<file path="src/design/stereo_correlation_meter_unit_defines.svh">
// ---------------------------------------------------------------------------
// Assertion macros for the stereo correlation meter
// Shared concurrent assertion forms with a synchronous active-low reset.
// ---------------------------------------------------------------------------
`ifndef STEREO_CORRELATION_METER_UNIT_DEFINES_SVH
`define STEREO_CORRELATION_METER_UNIT_DEFINES_SVH

// The property must hold at every clock edge outside reset.
`define SCM_ASSERT(lbl, clk, rst_n, prop, msg) \
    lbl: assert property (@(posedge clk) disable iff (!rst_n) (prop)) \
        else $error(msg);

// The condition must never be seen at a clock edge outside reset.
`define SCM_NEVER(lbl, clk, rst_n, cond, msg) \
    lbl: assert property (@(posedge clk) disable iff (!rst_n) !(cond)) \
        else $error(msg);

`endif

</file>
<file path="src/design/scm_pkg.sv">
`timescale 1ns / 1ps
// ---------------------------------------------------------------------------
// Stereo correlation meter package
// Fixed field widths, constants and shared types.
// ---------------------------------------------------------------------------
package scm_pkg;

    // Field widths fixed by the sample and result formats.
    localparam int SAMPLE_W = 16;
    localparam int CORR_W   = 16;
    localparam int FLOOR_W  = 31;
    localparam int WIDE_W   = 64;
    localparam int ROOT_W   = 16;

    // Variance floor after reset, in units of 2^-30.
    localparam logic [FLOOR_W-1:0] FLOOR_RESET = 31'd107374;

    // Saturation limits of the Q1.15 result.
    localparam logic signed [CORR_W-1:0] CORR_MAX = 16'sh7FFF;
    localparam logic signed [CORR_W-1:0] CORR_MIN = 16'sh8000;

    // Status of the snapshot queue between front and back.
    typedef struct packed {
        logic full;
        logic empty;
    } t_q_status;

endpackage

</file>
<file path="src/design/scm_queue.sv">
`timescale 1ns / 1ps
`include "stereo_correlation_meter_unit_defines.svh"
// ---------------------------------------------------------------------------
// Snapshot queue
// Two-entry queue that carries running-sum snapshots from front to back.
// ---------------------------------------------------------------------------
module scm_queue #(
    parameter int DW = 8
) (
    input  logic                i_clk,
    input  logic                i_rst_n,
    input  logic                i_push,
    input  logic [DW-1:0]       i_push_data,
    input  logic                i_pop,
    output logic [DW-1:0]       o_pop_data,
    output scm_pkg::t_q_status  o_qstat
);
    import scm_pkg::*;

    logic [DW-1:0] r_mem [2];
    logic          r_wp;
    logic          r_rp;
    logic [1:0]    r_cnt;

    // Pointers and fill level.
    always_ff @(posedge i_clk) begin
        if (!i_rst_n) begin
            r_wp  <= 1'b0;
            r_rp  <= 1'b0;
            r_cnt <= 2'd0;
        end else begin
            if (i_push) begin
                r_wp <= ~r_wp;
            end
            if (i_pop) begin
                r_rp <= ~r_rp;
            end
            r_cnt <= r_cnt + {1'b0, i_push} - {1'b0, i_pop};
        end
    end

    // Storage needs no reset.
    always_ff @(posedge i_clk) begin
        if (i_push) begin
            r_mem[r_wp] <= i_push_data;
        end
    end

    assign o_pop_data    = r_mem[r_rp];
    assign o_qstat.full  = (r_cnt == 2'd2);
    assign o_qstat.empty = (r_cnt == 2'd0);

    `SCM_NEVER(a_push_full, i_clk, i_rst_n, i_push && r_cnt == 2'd2 && !i_pop, "push into full queue")
    `SCM_NEVER(a_pop_empty, i_clk, i_rst_n, i_pop && r_cnt == 2'd0, "pop from empty queue")
    `SCM_NEVER(a_cnt_range, i_clk, i_rst_n, r_cnt == 2'd3, "queue level out of range")

endmodule

</file>
<file path="config.mk">
export PLATFORM = sky130hd
export DESIGN_NAME = scm_queue
export DESIGN_NICKNAME = d
export VERILOG_FILES = /design/src/design/scm_pkg.sv /design/src/design/scm_queue.sv
export VERILOG_INCLUDE_DIRS = /design/src /design/src/design
export SDC_FILE = /design/constraint.sdc
export NUM_CORES = 1
export LEC_CHECK = 0
export ABC_AREA = 1
export BUFFER_PORTS_ARGS = -buffer_cell sky130_fd_sc_hd__buf_4
export CAP_MARGIN = 20
export CORE_MARGIN = 2
export CORE_UTILIZATION = 53
export CTS_CLUSTER_SIZE = 40
export DETAILED_ROUTE_END_ITERATION = 10
export PLACE_DENSITY = 0.8
export SETUP_SLACK_MARGIN = 0.05
export SLEW_MARGIN = 20
export SYNTH_ARGS = -nofsm -noshare
export SYNTH_HDL_FRONTEND = slang
export SYNTH_SLANG_ARGS = --single-unit
</file>
<file path="constraint.sdc">
create_clock -name i_clk -period 2.75 [get_ports i_clk]
set_clock_uncertainty 0.1 [all_clocks]
set_input_delay 0.4125 -clock i_clk [delete_from_list [all_inputs] [get_ports i_clk]]
set_output_delay 0.4125 -clock i_clk [all_outputs]
set_load 0.01 [all_outputs]
</file>
==> impl_results.md <==
- First-pass GRT wire length: 2.09 mm
- Clk network pwr share: 23.3%
- Num Clock Sinks: 21
- Max-Cap Viols: 0
- Crit path max-delay cell type: dfxtp_1
- Unrepaired setup endpoints after global routing: false
- Register area share after synthesis: 69.4%
- Avg Cell Area, Syn: 14.4 sq um
- Most frequent cells in the layout: buf_4 (21), edfxtp_1 (16), nor2_1 (9)
- CTS root buf: clkbuf_4
- Yosys warns: 0
- Placer Congestion: 0.785
- Leakage power: 0.462 nW
- Cts hold-fix bufs: 0
- Vias: 487
- Mapped Area: 837 sq um
- Dominant cell type by area after synthesis: edfxtp_1
- CTS buffer count: 3
- Clock buffer depth: 2
- Syn Inst Count: 58
- PnR worst setup slack: 819 ps
- Max-slew headroom: 52.3%
- Fin. max-slew vios: 0
- Critical Path Max Stage Delay: 630 ps
- Die height: 43.7 microns
- Worst VDD drop: 0.000369 V
- Final setup vio count: 0
- Register clock-pin slew on the reported worst setup and hold paths: 110 ps
- Final hold viol count: 0
- DP Wirelength: 982 microns
- HP Class: in -> reg
- DRT Pass-1 Iters: 4
- CTS resizes: 0
- Grt total ovfl: 0
- Top delay family on crit path: flip-flops
- Dpl ws: 1150 ps
- Fin crit share: 70.2%
- Worst Setup Start Kind: flip-flop
- H-Tree Depth: 1
- Ports: 22
- Crit. End Element: output port
- Flop pwr share: 60.3%
- Fin util: 69.2%
- Worst skew pair latency: 300 ps
- Comb power frac: 16.4%
- DRC violations left: 0
- Critical Path RT: 2240 ps
- DRT iter0 DRCs: 10
- Initial antenna violation count: 0
- Initial core utilization: 56.2%
- Syn Nets: 72
- CTS tree: yes
- Yosys reg bits: 21
- Overall power: 0.623 mW
- Worst-path cell chain: mux2_4 -> buf_4
- Gr usage total: 15.8%
- Cell Pwr Density: 605 nW/um^2
- Yosys top cell area share: 57.4%
- Fin Setup TNS: 0 ps
- Area delta synth->final: 23.0%
- Largest net degree at the start of global routing: 12
- Status: complete, no violations
- DR vias/cell: 4.97
- Drt wl/cell: 13.1 microns
- Post-DRT Antenna Nets: 0
- Most common cell after layout, fill and taps aside: buf_4
- Peak Freq: 0.518 GHz
- Post-CTS Setup Bufs: 0
- Row count: 14
- Synth cell types: 10
- Setup CP Type: reg -> out
- Slew @ Worst Pin: 712 ps
- CP arrival: 1420 ps
- Internal: 0.477 mW
- Antenna diode count: 0
- Port buffer count: 21
- Vias in the first global route: 500
- # nets final: 97
- Critical-path maximum fanout: 8
- Die Wd: 43.7 microns
- Synth area leaders: edfxtp_1 (57%), mux2_4 (14%), dfxtp_1 (12%), nor2_1 (4.0%), nand2_1 (3.6%)
- Final wirelength: 1.28 mm
- Die area: 1910 sq um
- Fin crit period: 1930 ps
- WP buf/inv: 1
- Switching Share: 23.4%
- Layout cells sized above 1: 39.0%
- P_sw: 0.146 mW
- Core area: 1490 sq um
- Fillers: 111
## layout make-up
cell class / count / area, sq um / area share (%)
clock buffers: 4 / 26.3 / 2.55
inverters: 7 / 26.3 / 2.55
multi-input cells: 29 / 219 / 21.3
flip-flops and latches: 21 / 581 / 56.4
well taps: 16 / 20.0 / 1.94
repair buffers: 21 / 158 / 15.3
## power groups by stage
stage          clock, mW  sequential [mW]  combinational, mW
2_1_floorplan          0            0.377             0.0616
5_1_grt            0.159            0.378              0.113
4_1_cts            0.150            0.376              0.104
3_3_place_gp           0            0.382             0.0979
3_5_place_dp           0            0.383              0.104
6_report           0.145            0.376              0.102
## worst paths after layout
path | to | cells after the start | slack, ps | from
worst min register to register | r_rp | 2 | 410 | r_rp
worst max register to register | r_cnt[1] | 8 | 1350 | r_cnt[0]
worst max-delay path | o_pop_data[6] | 2 | 820 | flip-flop
worst min-delay path | r_mem[1][4] | 1 | 190 | i_push_data[4]
## synth_stat cells
cell,n
nand2_1,8
buf_6,1
a21oi_1,1
edfxtp_1,16
nand3_1,1
ha_1,2
inv_1,7
mux2_4,8
nor2_1,9
dfxtp_1,5
## metal layers
layer	routed length (microns)	GRT usage, %	share of wire (%)
met4	23	10.9	1.8
met3	79	3.33	6.2
met2	725	27.6	57
met1	453	16.8	35
met5	0	0	0
## worst reg2reg max path, cell delays in order, from the launching register on
cell	delay, ps
dfxtp_1	360
inv_1	50
ha_1	270
inv_1	40
ha_1	190
nand2_1	100
nand3_1	90
nand2_1	70
nor2_1	40
## cells by family after synthesis
kind of cell    count (synthesis)  synth area share, %
buf+inv                         8                 4.48
flops                          21                 69.4
fa+ha+maj                       2                 2.99
simple gates                   18                 8.22
mux                             8                 14.4
compound gates                  1                0.597
## sequential cells by signal (all words and copies together), names as in the netlist, named ones only
| name | flops |
|---|---|
| r_rp | 1 |
| r_wp | 1 |
| r_cnt | 2 |
| r_mem | 16 |
## stage by stage
stage               std cells  cell area (sq um)  hold WS, ps
floorplan                  58                837          363
global placement           94               1000          372
detailed placement         94               1000          395
CTS                        98               1030          179
global route               98               1030          175
finish                     98               1030          186
Power figures use the tool's default switching activity.
