--- src/design/stereo_correlation_meter_unit_defines.svh ---
// ---------------------------------------------------------------------------
// Assertion macros for the stereo correlation meter
// Shared concurrent assertion forms with a synchronous active-low reset.
// ---------------------------------------------------------------------------
`ifndef STEREO_CORRELATION_METER_UNIT_DEFINES_SVH
`define STEREO_CORRELATION_METER_UNIT_DEFINES_SVH

// The property must hold at every clock edge outside reset.
`define SCM_ASSERT(lbl, clk, rst_n, prop, msg) \
    lbl: assert property (@(posedge clk) disable iff (!rst_n) (prop)) \
        else $error(msg);

// The condition must never be seen at a clock edge outside reset.
`define SCM_NEVER(lbl, clk, rst_n, cond, msg) \
    lbl: assert property (@(posedge clk) disable iff (!rst_n) !(cond)) \
        else $error(msg);

`endif

--- src/design/scm_pkg.sv ---
`timescale 1ns / 1ps
// ---------------------------------------------------------------------------
// Stereo correlation meter package
// Fixed field widths, constants and shared types.
// ---------------------------------------------------------------------------
package scm_pkg;

    // Field widths fixed by the sample and result formats.
    localparam int SAMPLE_W = 16;
    localparam int CORR_W   = 16;
    localparam int FLOOR_W  = 31;
    localparam int WIDE_W   = 64;
    localparam int ROOT_W   = 16;

    // Variance floor after reset, in units of 2^-30.
    localparam logic [FLOOR_W-1:0] FLOOR_RESET = 31'd107374;

    // Saturation limits of the Q1.15 result.
    localparam logic signed [CORR_W-1:0] CORR_MAX = 16'sh7FFF;
    localparam logic signed [CORR_W-1:0] CORR_MIN = 16'sh8000;

    // Status of the snapshot queue between front and back.
    typedef struct packed {
        logic full;
        logic empty;
    } t_q_status;

endpackage

--- src/design/scm_if.sv ---


interface scm_out_if;
    import scm_pkg::*;

    logic                     valid;
    logic                     ready;
    logic signed [CORR_W-1:0] correlation;
    logic                     level_too_low;

    modport source (output valid, output correlation, output level_too_low, input ready);
    modport sink   (input valid, input correlation, input level_too_low, output ready);
endinterface

--- src/design/scm_engine.sv ---
`timescale 1ns / 1ps
`include "stereo_correlation_meter_unit_defines.svh"
// ---------------------------------------------------------------------------
// Correlation meter back end
// Turns a snapshot of running sums into the Pearson correlation with one
// shared multiplier, a square-root unit and a restoring divider.
// ---------------------------------------------------------------------------
module scm_engine #(
    parameter int  WINDOW = 1024,
    localparam int CL     = $clog2(WINDOW),
    localparam int SLW    = 16 + CL,
    localparam int QW     = 31 + CL,
    localparam int XW     = 32 + CL,
    localparam int DW     = 2 * SLW + 2 * QW + XW
) (
    input  logic                            i_clk,
    input  logic                            i_rst_n,
    input  logic                            i_cfg_we,
    input  logic [scm_pkg::FLOOR_W-1:0]     i_cfg_wdata,
    input  scm_pkg::t_q_status              i_qstat,
    input  logic [DW-1:0]                   i_pop_data,
    output logic                            o_pop,
    scm_out_if.source                       o_result
);
    import scm_pkg::*;

    localparam logic [31:0]     N_CONST  = 32'(WINDOW);
    localparam longint          NN1_L    = longint'(WINDOW) * longint'(WINDOW - 1);
    localparam logic [31:0]     NN1      = 32'(NN1_L);
    localparam logic [WIDE_W-1:0] CLIP_MAX = {16'b0, {48{1'b1}}};

    typedef enum logic [3:0] {
        E_IDLE,
        E_MLOAD,
        E_MRUN,
        E_CHECK,
        E_NORM,
        E_SQRT,
        E_DIVSET,
        E_DIV,
        E_SAT,
        E_OUT
    } t_estate;

    typedef enum logic [2:0] {
        OP_NLL,
        OP_LL,
        OP_NRR,
        OP_RR,
        OP_NLR,
        OP_LR,
        OP_THR,
        OP_DEN
    } t_op;

    t_estate r_state;
    t_op     r_op;

    // Snapshot of the sums and the configured floor.
    logic signed [SLW-1:0] r_sl, r_sr;
    logic [QW-1:0]         r_sll, r_srr;
    logic signed [XW-1:0]  r_slr;
    logic [FLOOR_W-1:0]    r_floor;

    // Shared multiplier.
    logic [WIDE_W-1:0] r_ma, r_macc;
    logic [31:0]       r_mb;
    logic              r_mstep;

    // Intermediate terms.
    logic signed [WIDE_W-1:0] r_t, r_c;
    logic [WIDE_W-1:0]        r_a, r_b, r_thr;

    // Square-root unit.
    logic [WIDE_W-1:0] r_v;
    logic [5:0]        r_k, r_ka, r_kb;
    logic [31:0]       r_root, r_bit;
    logic              r_sel;
    logic [ROOT_W-1:0] r_sa, r_sb;

    // Divider.
    logic [31:0]       r_d, r_rem;
    logic [WIDE_W-1:0] r_x;
    logic [16:0]       r_q;
    logic [4:0]        r_cnt;
    logic              r_neg;

    // Result and output register.
    logic signed [CORR_W-1:0] r_rcorr, r_ocorr;
    logic                     r_rflag, r_oflag, r_ovalid;

    logic [SLW-1:0]           w_mag_sl, w_mag_sr;
    logic [XW-1:0]            w_mag_slr;
    logic [WIDE_W-1:0]        w_op_a;
    logic [31:0]              w_op_b;
    logic [WIDE_W+15:0]       w_part;
    logic [WIDE_W-1:0]        w_prod;
    logic signed [WIDE_W-1:0] w_diff;
    logic                     w_lr_neg;
    logic                     w_low;
    logic [32:0]              w_sq_sum;
    logic                     w_sq_ge;
    logic [31:0]              w_root_n;
    logic [WIDE_W-1:0]        w_v_n;
    logic [WIDE_W-1:0]        w_mag_c, w_xc, w_dvd;
    logic [6:0]               w_e;
    logic                     w_ovf;
    logic [32:0]              w_rem2;
    logic                     w_dge;
    logic [31:0]              w_rem_n;
    logic [16:0]              w_qneg;

    assign o_pop = (r_state == E_IDLE) && !i_qstat.empty;

    assign o_result.valid         = r_ovalid;
    assign o_result.correlation   = r_ocorr;
    assign o_result.level_too_low = r_oflag;

    // Magnitudes of the signed sums.
    assign w_mag_sl  = r_sl[SLW-1] ? SLW'(-r_sl) : SLW'(r_sl);
    assign w_mag_sr  = r_sr[SLW-1] ? SLW'(-r_sr) : SLW'(r_sr);
    assign w_mag_slr = r_slr[XW-1] ? XW'(-r_slr) : XW'(r_slr);
    assign w_lr_neg  = r_sl[SLW-1] ^ r_sr[SLW-1];

    // Operand selection for the shared multiplier.
    always_comb begin
        case (r_op)
            OP_NLL:  begin w_op_a = WIDE_W'(r_sll);     w_op_b = N_CONST;       end
            OP_LL:   begin w_op_a = WIDE_W'(w_mag_sl);  w_op_b = 32'(w_mag_sl); end
            OP_NRR:  begin w_op_a = WIDE_W'(r_srr);     w_op_b = N_CONST;       end
            OP_RR:   begin w_op_a = WIDE_W'(w_mag_sr);  w_op_b = 32'(w_mag_sr); end
            OP_NLR:  begin w_op_a = WIDE_W'(w_mag_slr); w_op_b = N_CONST;       end
            OP_LR:   begin w_op_a = WIDE_W'(w_mag_sl);  w_op_b = 32'(w_mag_sr); end
            OP_THR:  begin w_op_a = WIDE_W'(r_floor);   w_op_b = NN1;           end
            OP_DEN:  begin w_op_a = WIDE_W'(r_sa);      w_op_b = 32'(r_sb);     end
            default: begin w_op_a = '0;                 w_op_b = '0;            end
        endcase
    end

    // One 16-bit slice of the multiplier operand per cycle.
    assign w_part = r_ma * r_mb[15:0];
    assign w_prod = r_macc + w_part[WIDE_W-1:0];
    assign w_diff = r_t - $signed(w_prod);

    // Variance test against zero and the floor.
    assign w_low = (r_a == '0) || (r_b == '0) || (r_a < r_thr) || (r_b < r_thr);

    // One result bit of the square root per cycle.
    assign w_sq_sum = {1'b0, r_root} + {1'b0, r_bit};
    assign w_sq_ge  = ({1'b0, r_v[31:0]} >= w_sq_sum);
    assign w_root_n = w_sq_ge ? (r_root >> 1) + r_bit : r_root >> 1;
    assign w_v_n    = w_sq_ge ? r_v - WIDE_W'(w_sq_sum) : r_v;

    // Dividend: |C| scaled by 2^15 over the combined root shift.
    assign w_mag_c = r_c[WIDE_W-1] ? WIDE_W'(-r_c) : WIDE_W'(r_c);
    assign w_e     = 7'(({1'b0, r_ka} + {1'b0, r_kb}) >> 1);
    assign w_xc    = (w_mag_c[WIDE_W-1:48] != '0) ? CLIP_MAX : w_mag_c;
    assign w_dvd   = (w_e >= 7'd15) ? (w_mag_c >> (w_e - 7'd15)) : (w_xc << (7'd15 - w_e));
    assign w_ovf   = (w_dvd[WIDE_W-1:17] >= {15'b0, r_d});

    // One quotient bit per cycle.
    assign w_rem2  = {r_rem, r_x[16]};
    assign w_dge   = (w_rem2 >= {1'b0, r_d});
    assign w_rem_n = w_dge ? 32'(w_rem2 - {1'b0, r_d}) : w_rem2[31:0];
    assign w_qneg  = ~r_q + 17'd1;

    // Sequencer and output register.
    always_ff @(posedge i_clk) begin
        if (!i_rst_n) begin
            r_state  <= E_IDLE;
            r_op     <= OP_NLL;
            r_ovalid <= 1'b0;
            r_floor  <= FLOOR_RESET;
        end else begin
            if (i_cfg_we) begin
                r_floor <= i_cfg_wdata;
            end
            // The output register empties on a transfer unless a new result replaces it.
            if (r_ovalid && o_result.ready && r_state != E_OUT) begin
                r_ovalid <= 1'b0;
            end
            case (r_state)
                E_IDLE: begin
                    if (!i_qstat.empty) begin
                        {r_sl, r_sr, r_sll, r_srr, r_slr} <= i_pop_data;
                        r_op    <= OP_NLL;
                        r_state <= E_MLOAD;
                    end
                end
                E_MLOAD: begin
                    r_ma    <= w_op_a;
                    r_mb    <= w_op_b;
                    r_macc  <= '0;
                    r_mstep <= 1'b0;
                    r_state <= E_MRUN;
                end
                E_MRUN: begin
                    if (!r_mstep) begin
                        r_macc  <= w_prod;
                        r_ma    <= r_ma << 16;
                        r_mb    <= r_mb >> 16;
                        r_mstep <= 1'b1;
                    end else begin
                        case (r_op)
                            OP_NLL: begin
                                r_t     <= $signed(w_prod);
                                r_op    <= OP_LL;
                                r_state <= E_MLOAD;
                            end
                            OP_LL: begin
                                r_a     <= w_diff[WIDE_W-1] ? '0 : w_diff;
                                r_op    <= OP_NRR;
                                r_state <= E_MLOAD;
                            end
                            OP_NRR: begin
                                r_t     <= $signed(w_prod);
                                r_op    <= OP_RR;
                                r_state <= E_MLOAD;
                            end
                            OP_RR: begin
                                r_b     <= w_diff[WIDE_W-1] ? '0 : w_diff;
                                r_op    <= OP_NLR;
                                r_state <= E_MLOAD;
                            end
                            OP_NLR: begin
                                r_t     <= r_slr[XW-1] ? -$signed(w_prod) : $signed(w_prod);
                                r_op    <= OP_LR;
                                r_state <= E_MLOAD;
                            end
                            OP_LR: begin
                                r_c     <= w_lr_neg ? r_t + $signed(w_prod) : w_diff;
                                r_op    <= OP_THR;
                                r_state <= E_MLOAD;
                            end
                            OP_THR: begin
                                r_thr   <= w_prod;
                                r_state <= E_CHECK;
                            end
                            OP_DEN: begin
                                r_d     <= (w_prod[31:0] == '0) ? 32'd1 : w_prod[31:0];
                                r_state <= E_DIVSET;
                            end
                            default: begin
                                r_state <= E_IDLE;
                            end
                        endcase
                    end
                end
                E_CHECK: begin
                    if (w_low) begin
                        r_rcorr <= '0;
                        r_rflag <= 1'b1;
                        r_state <= E_OUT;
                    end else begin
                        r_v     <= r_a;
                        r_k     <= '0;
                        r_sel   <= 1'b0;
                        r_state <= E_NORM;
                    end
                end
                E_NORM: begin
                    // Even right shift until the value fits in 32 bits.
                    if (r_v[WIDE_W-1:32] != '0) begin
                        r_v <= r_v >> 2;
                        r_k <= r_k + 6'd2;
                    end else begin
                        r_root  <= '0;
                        r_bit   <= 32'h4000_0000;
                        r_state <= E_SQRT;
                    end
                end
                E_SQRT: begin
                    r_root <= w_root_n;
                    r_bit  <= r_bit >> 2;
                    if (r_bit == 32'd1 && !r_sel) begin
                        // First root done: start on the right channel.
                        r_sa    <= w_root_n[ROOT_W-1:0];
                        r_ka    <= r_k;
                        r_v     <= r_b;
                        r_k     <= '0;
                        r_sel   <= 1'b1;
                        r_state <= E_NORM;
                    end else begin
                        r_v <= w_v_n;
                        if (r_bit == 32'd1) begin
                            r_sb    <= w_root_n[ROOT_W-1:0];
                            r_kb    <= r_k;
                            r_op    <= OP_DEN;
                            r_state <= E_MLOAD;
                        end
                    end
                end
                E_DIVSET: begin
                    r_neg <= r_c[WIDE_W-1];
                    if (w_ovf) begin
                        r_q     <= '1;
                        r_state <= E_SAT;
                    end else begin
                        r_q     <= '0;
                        r_rem   <= w_dvd[48:17];
                        r_x     <= w_dvd;
                        r_cnt   <= 5'd16;
                        r_state <= E_DIV;
                    end
                end
                E_DIV: begin
                    r_rem <= w_rem_n;
                    r_q   <= {r_q[15:0], w_dge};
                    r_x   <= r_x << 1;
                    if (r_cnt == '0) begin
                        r_state <= E_SAT;
                    end else begin
                        r_cnt <= r_cnt - 5'd1;
                    end
                end
                E_SAT: begin
                    r_rflag <= 1'b0;
                    if (r_neg) begin
                        r_rcorr <= (r_q > 17'd32768) ? CORR_MIN : $signed(w_qneg[CORR_W-1:0]);
                    end else begin
                        r_rcorr <= (r_q > 17'd32767) ? CORR_MAX : $signed(r_q[CORR_W-1:0]);
                    end
                    r_state <= E_OUT;
                end
                E_OUT: begin
                    if (!r_ovalid || o_result.ready) begin
                        r_ovalid <= 1'b1;
                        r_ocorr  <= r_rcorr;
                        r_oflag  <= r_rflag;
                        r_state  <= E_IDLE;
                    end
                end
                default: begin
                    r_state <= E_IDLE;
                end
            endcase
        end
    end

    `SCM_ASSERT(a_flag_zero, i_clk, i_rst_n, r_ovalid && r_oflag |-> r_ocorr == '0, "flagged result is not zero")
    `SCM_ASSERT(a_rem_below_div, i_clk, i_rst_n, r_state == E_DIV |-> r_rem < r_d, "divider remainder not below divisor")
    `SCM_ASSERT(a_roots_nonzero, i_clk, i_rst_n, r_state == E_DIVSET |-> r_sa != '0 && r_sb != '0 && r_d != '0, "zero root reached the divider")

endmodule

--- src/flat_wrapper.sv ---
// flat-port wrapper written by rule: the top's interface ports become plain ports
module scm_engine_flat import scm_pkg::*;
#(
    parameter int  WINDOW = 1024,
    localparam int CL     = $clog2(WINDOW),
    localparam int SLW    = 16 + CL,
    localparam int QW     = 31 + CL,
    localparam int XW     = 32 + CL,
    localparam int DW     = 2 * SLW + 2 * QW + XW
)
  (i_clk, i_rst_n, i_cfg_we, i_cfg_wdata, i_qstat, i_pop_data, o_pop, o_result_valid, o_result_correlation, o_result_level_too_low, o_result_ready);
  scm_out_if o_result_i ();
  input  logic i_clk;
  input  logic i_rst_n;
  input  logic i_cfg_we;
  input  logic [scm_pkg::FLOOR_W-1:0] i_cfg_wdata;
  input  scm_pkg::t_q_status i_qstat;
  input  logic [DW-1:0] i_pop_data;
  output logic o_pop;
  output wire logic [$bits(o_result_i.valid)-1:0] o_result_valid;
  output wire logic [$bits(o_result_i.correlation)-1:0] o_result_correlation;
  output wire logic [$bits(o_result_i.level_too_low)-1:0] o_result_level_too_low;
  input wire logic [$bits(o_result_i.ready)-1:0] o_result_ready;
  assign o_result_valid = o_result_i.valid;
  assign o_result_correlation = o_result_i.correlation;
  assign o_result_level_too_low = o_result_i.level_too_low;
  assign o_result_i.ready = o_result_ready;
  scm_engine #(.WINDOW(WINDOW)) u_core (.i_clk(i_clk), .i_rst_n(i_rst_n), .i_cfg_we(i_cfg_we), .i_cfg_wdata(i_cfg_wdata), .i_qstat(i_qstat), .i_pop_data(i_pop_data), .o_pop(o_pop), .o_result(o_result_i));
endmodule
--- config.mk ---
export PLATFORM = sky130hd
export DESIGN_NAME = scm_engine_flat
export DESIGN_NICKNAME = d
export VERILOG_FILES = /design/src/design/scm_pkg.sv /design/src/design/scm_if.sv /design/src/design/scm_engine.sv /design/src/flat_wrapper.sv
export VERILOG_INCLUDE_DIRS = /design/src /design/src/design
export SDC_FILE = /design/constraint.sdc
export NUM_CORES = 2
export LEC_CHECK = 0
export ABC_AREA = 1
export BUFFER_PORTS_ARGS = -buffer_cell sky130_fd_sc_hd__buf_2
export CORE_MARGIN = 2
export CORE_UTILIZATION = 45
export DETAILED_ROUTE_END_ITERATION = 8
export SLEW_MARGIN = 10
export SYNTH_ARGS = -nofsm -noshare
export SYNTH_HDL_FRONTEND = slang
export SYNTH_SLANG_ARGS = --single-unit
--- constraint.sdc ---
create_clock -name i_clk -period 24.5 [get_ports i_clk]
set_input_delay 4.9 -clock i_clk [delete_from_list [all_inputs] [get_ports i_clk]]
set_output_delay 4.9 -clock i_clk [all_outputs]
set_load 0.05 [all_outputs]
==> out/qor.yml <==
status:
  status: "finished, final reports clean"
critical_path:
  critical-path-max-stage-delay_ps: 870
  reg2reg_to: "u_core.r_b[1]$_DFFE_PP_"
  critPathSlowestCell: "edfxtp_1"
  crit_top_cell: "inv_1"
  r2r-start: "u_core.r_mb[3]$_DFFE_PP_"
  critPathCaptureType: "flip-flop"
  critPathBufInv: 8
  cp.depth: 35
  cpLargestDelayFamily: "adder cells"
  crit_start: "u_core.r_mb[3]$_DFFE_PP_"
  path_class: "flip-flop to flip-flop"
  startpoint_type: "flip-flop"
  r2r_slack_ps: 13190
  worstPathRequired_ps: 24950
  critical_path.max_fanout: 63
  cp_data_arrival_time_ps: 11770
  reg2reg_depth: 35
  cp-endpoint: "u_core.r_b[1]$_DFFE_PP_"
routing:
  routed_wl_um: 363000
  drt.antenna.violating_nets: 0
  wl_per_cell_um: 23.1
  wl_met1_um: 145000
  vias_per_cell: 5.58
  drt_pass1_iterations: 7
  dr.max_layer_used: "met5"
  drt_iter0_markers: 8378
  vias: 87600
  dr_wl_met3_um: 28800
  drc: 0
  dr_wl_met2_um: 166000
synthesis:
  synth_edf_count: 947
  synth_nets: 14200
  synth_seq_area_share_pct: 29.3
  netlist_area_sq_mm: 0.0997
  yosysTopAreaCellShare_pct: 28.5
  synth_seq_cells: 986
  synth_cell_types: 89
  yosys-top-cells-area: "edfxtp_1 (29%), fa_1 (16%), nand2_1 (11%)"
  yosys_warnings: 0
  postSynthAreaPerCell_sq_um: 7.87
  synth_cells: 12700
  async_flop_share_pct: 0
  synthFlopType: "edfxtp_1"
  yosys.area.top_type: "edfxtp_1"
final_layout:
  final_cell_mix: "nand2_1 (2944), inv_1 (2396), nor2_1 (986)"
  regArea_sq_mm: 0.0292
  layout.nets: 14100
  multi_input_area_sq_mm: 0.0591
  stdcell_area_sq_mm: 0.108
  drive_gt1_share_pct: 7.14
  layout_commonest_cell: "nand2_1"
  syn_to_final_growth_pct: 7.95
  fillers: 21700
global_route:
  antenna_found_initial: 10
  gr-total-overflow: 0
  grt_max_degree: 177
  first_global_vias: 86000
  grt_usage_pct: 31.8
  grt_pass1_wl_um: 539000
cts:
  postCtsSetupRepairBufs: 0
  path_clk_slew_ps: 60
  htreeDepth: 3
  clk_latency_ps: 800
  numClockSinks: 986
  cts_root_buffer: "clkbuf_16"
  cts_tree: "built"
  clk_path_buf_depth: 3
  cts_hold_buf: 0
  cts_resized: 0
  numCtsBuffers: 113
sta:
  max_freq_ghz: 0.0884
  fin_tns_setup_ps: 0
  finalCriticalPeriod_ps: 11310
  fin_ws_ps: 13190
  setup-violations-final: 0
  maxSlewHeadroom_pct: 10.2
  tightest_slew_ps: 1340
  rsz0062_at_grt: "false"
  hold_viol: 0
  period_share_pct: 46.2
  maxSlewViolCount: 0
  worst_clock_skew_ps: 67.7
  hold_ws_ps: 417
floorplanning:
  initial_core_util_pct: 45.3
  core_area_sq_mm: 0.220
  fp-row-count: 172
  ios: 232
  die_area_sq_mm: 0.225
  die_width_um: 475
  die_height_um: 475
hold_path:
  hp-start: "u_core.r_rcorr[3]$_SDFFCE_PP0P_"
  worst_hold_path_type: "flip-flop to flip-flop"
place:
  pre_cts_slack_ps: 13550
  place_area_sq_mm: 0.104
  io_buffers: 230
  gp_congestion: 1.02
  hpwlAfterDp_um: 289000
flow_run:
  maxCapViolCount: 0
==> metal layers <==
| layer | track usage (%) | vias up |
|---|---|---|
| li1 | - | 40300 |
| met1 | 40.9 | 42600 |
| met2 | 51.3 | 3900 |
| met3 | 5.52 | 790 |
| met4 | 16.7 | 6 |
| met5 | 0 | - |
==> Yosys cell counts (124+ instances only) <==
library cell	count
nand2_1	2947
inv_1	2400
nor2_1	1003
edfxtp_1	947
fa_1	819
nand3_1	662
o21ai_0	588
a21oi_1	552
ha_1	476
clkbuf_1	442
xor2_1	293
xnor2_1	151
nand4_1	131
nor3_1	124
==> worst register-to-register path: cells and delay by family, from the launching register on <==
family	cells	cell delay (ps)
and+or+nand+nor	16	3920
adders and majority gates	8	3930
AOI/OAI and AO/OA	2	340
DFF	1	870
xor gates and xnor gates	1	520
buffers and inverters	8	1410
==> how the worst min path moves through the flow <==
stage                                          endpoint  depth (start not counted)
4_1_cts        u_core.o_result.correlation[3]$_DFFE_PP_                          0
2_1_floorplan  u_core.o_result.correlation[0]$_DFFE_PP_                          0
5_1_grt        u_core.o_result.correlation[3]$_DFFE_PP_                          0
6_report       u_core.o_result.correlation[3]$_DFFE_PP_                          0
3_5_place_dp   u_core.o_result.correlation[3]$_DFFE_PP_                          0
3_3_place_gp   u_core.o_result.correlation[2]$_DFFE_PP_                          0
==> kinds of logic after synthesis <==
logic type | share of synthesized area, %
buf+inv | 11.7
flops | 29.3
xor+xnor | 4.11
mux | 0.161
compound gates | 10.4
simple gates | 21.9
fa+ha+maj | 22.4
==> area by class of cell <==
| type | instances | area share, % |
|---|---|---|
| diodes | 1 | 0.00232 |
| clock buffers | 131 | 2.75 |
| clock inverters | 81 | 0.979 |
| inverters | 2422 | 8.45 |
| multi-input cells | 8695 | 54.9 |
| flip-flops and latches | 986 | 27.1 |
| well taps | 2958 | 3.44 |
| repair buffers | 411 | 2.35 |
==> flip-flops by register name, summed over array words and instances (netlist names), 41 cells and up <==
register	cells
u_core.r_ma	64
u_core.r_a	63
u_core.r_v	64
u_core.r_b	63
u_core.r_sll	41
u_core.r_srr	41
u_core.r_c	64
u_core.r_t	64
u_core.r_macc	64
u_core.r_thr	64
u_core.r_slr	42
==> per-stage QoR <==
step                      cells  util, %
final                     15700     49.0
after global routing      15700     48.9
after global placement    15500     47.1
after floorplan           12700        -
after detailed placement  15500     47.1
after CTS                 15700     48.9
Power is left out: the tool's default activity adds up to more than one toggle a clock period on the data nets, which glitch-free logic cannot reach.
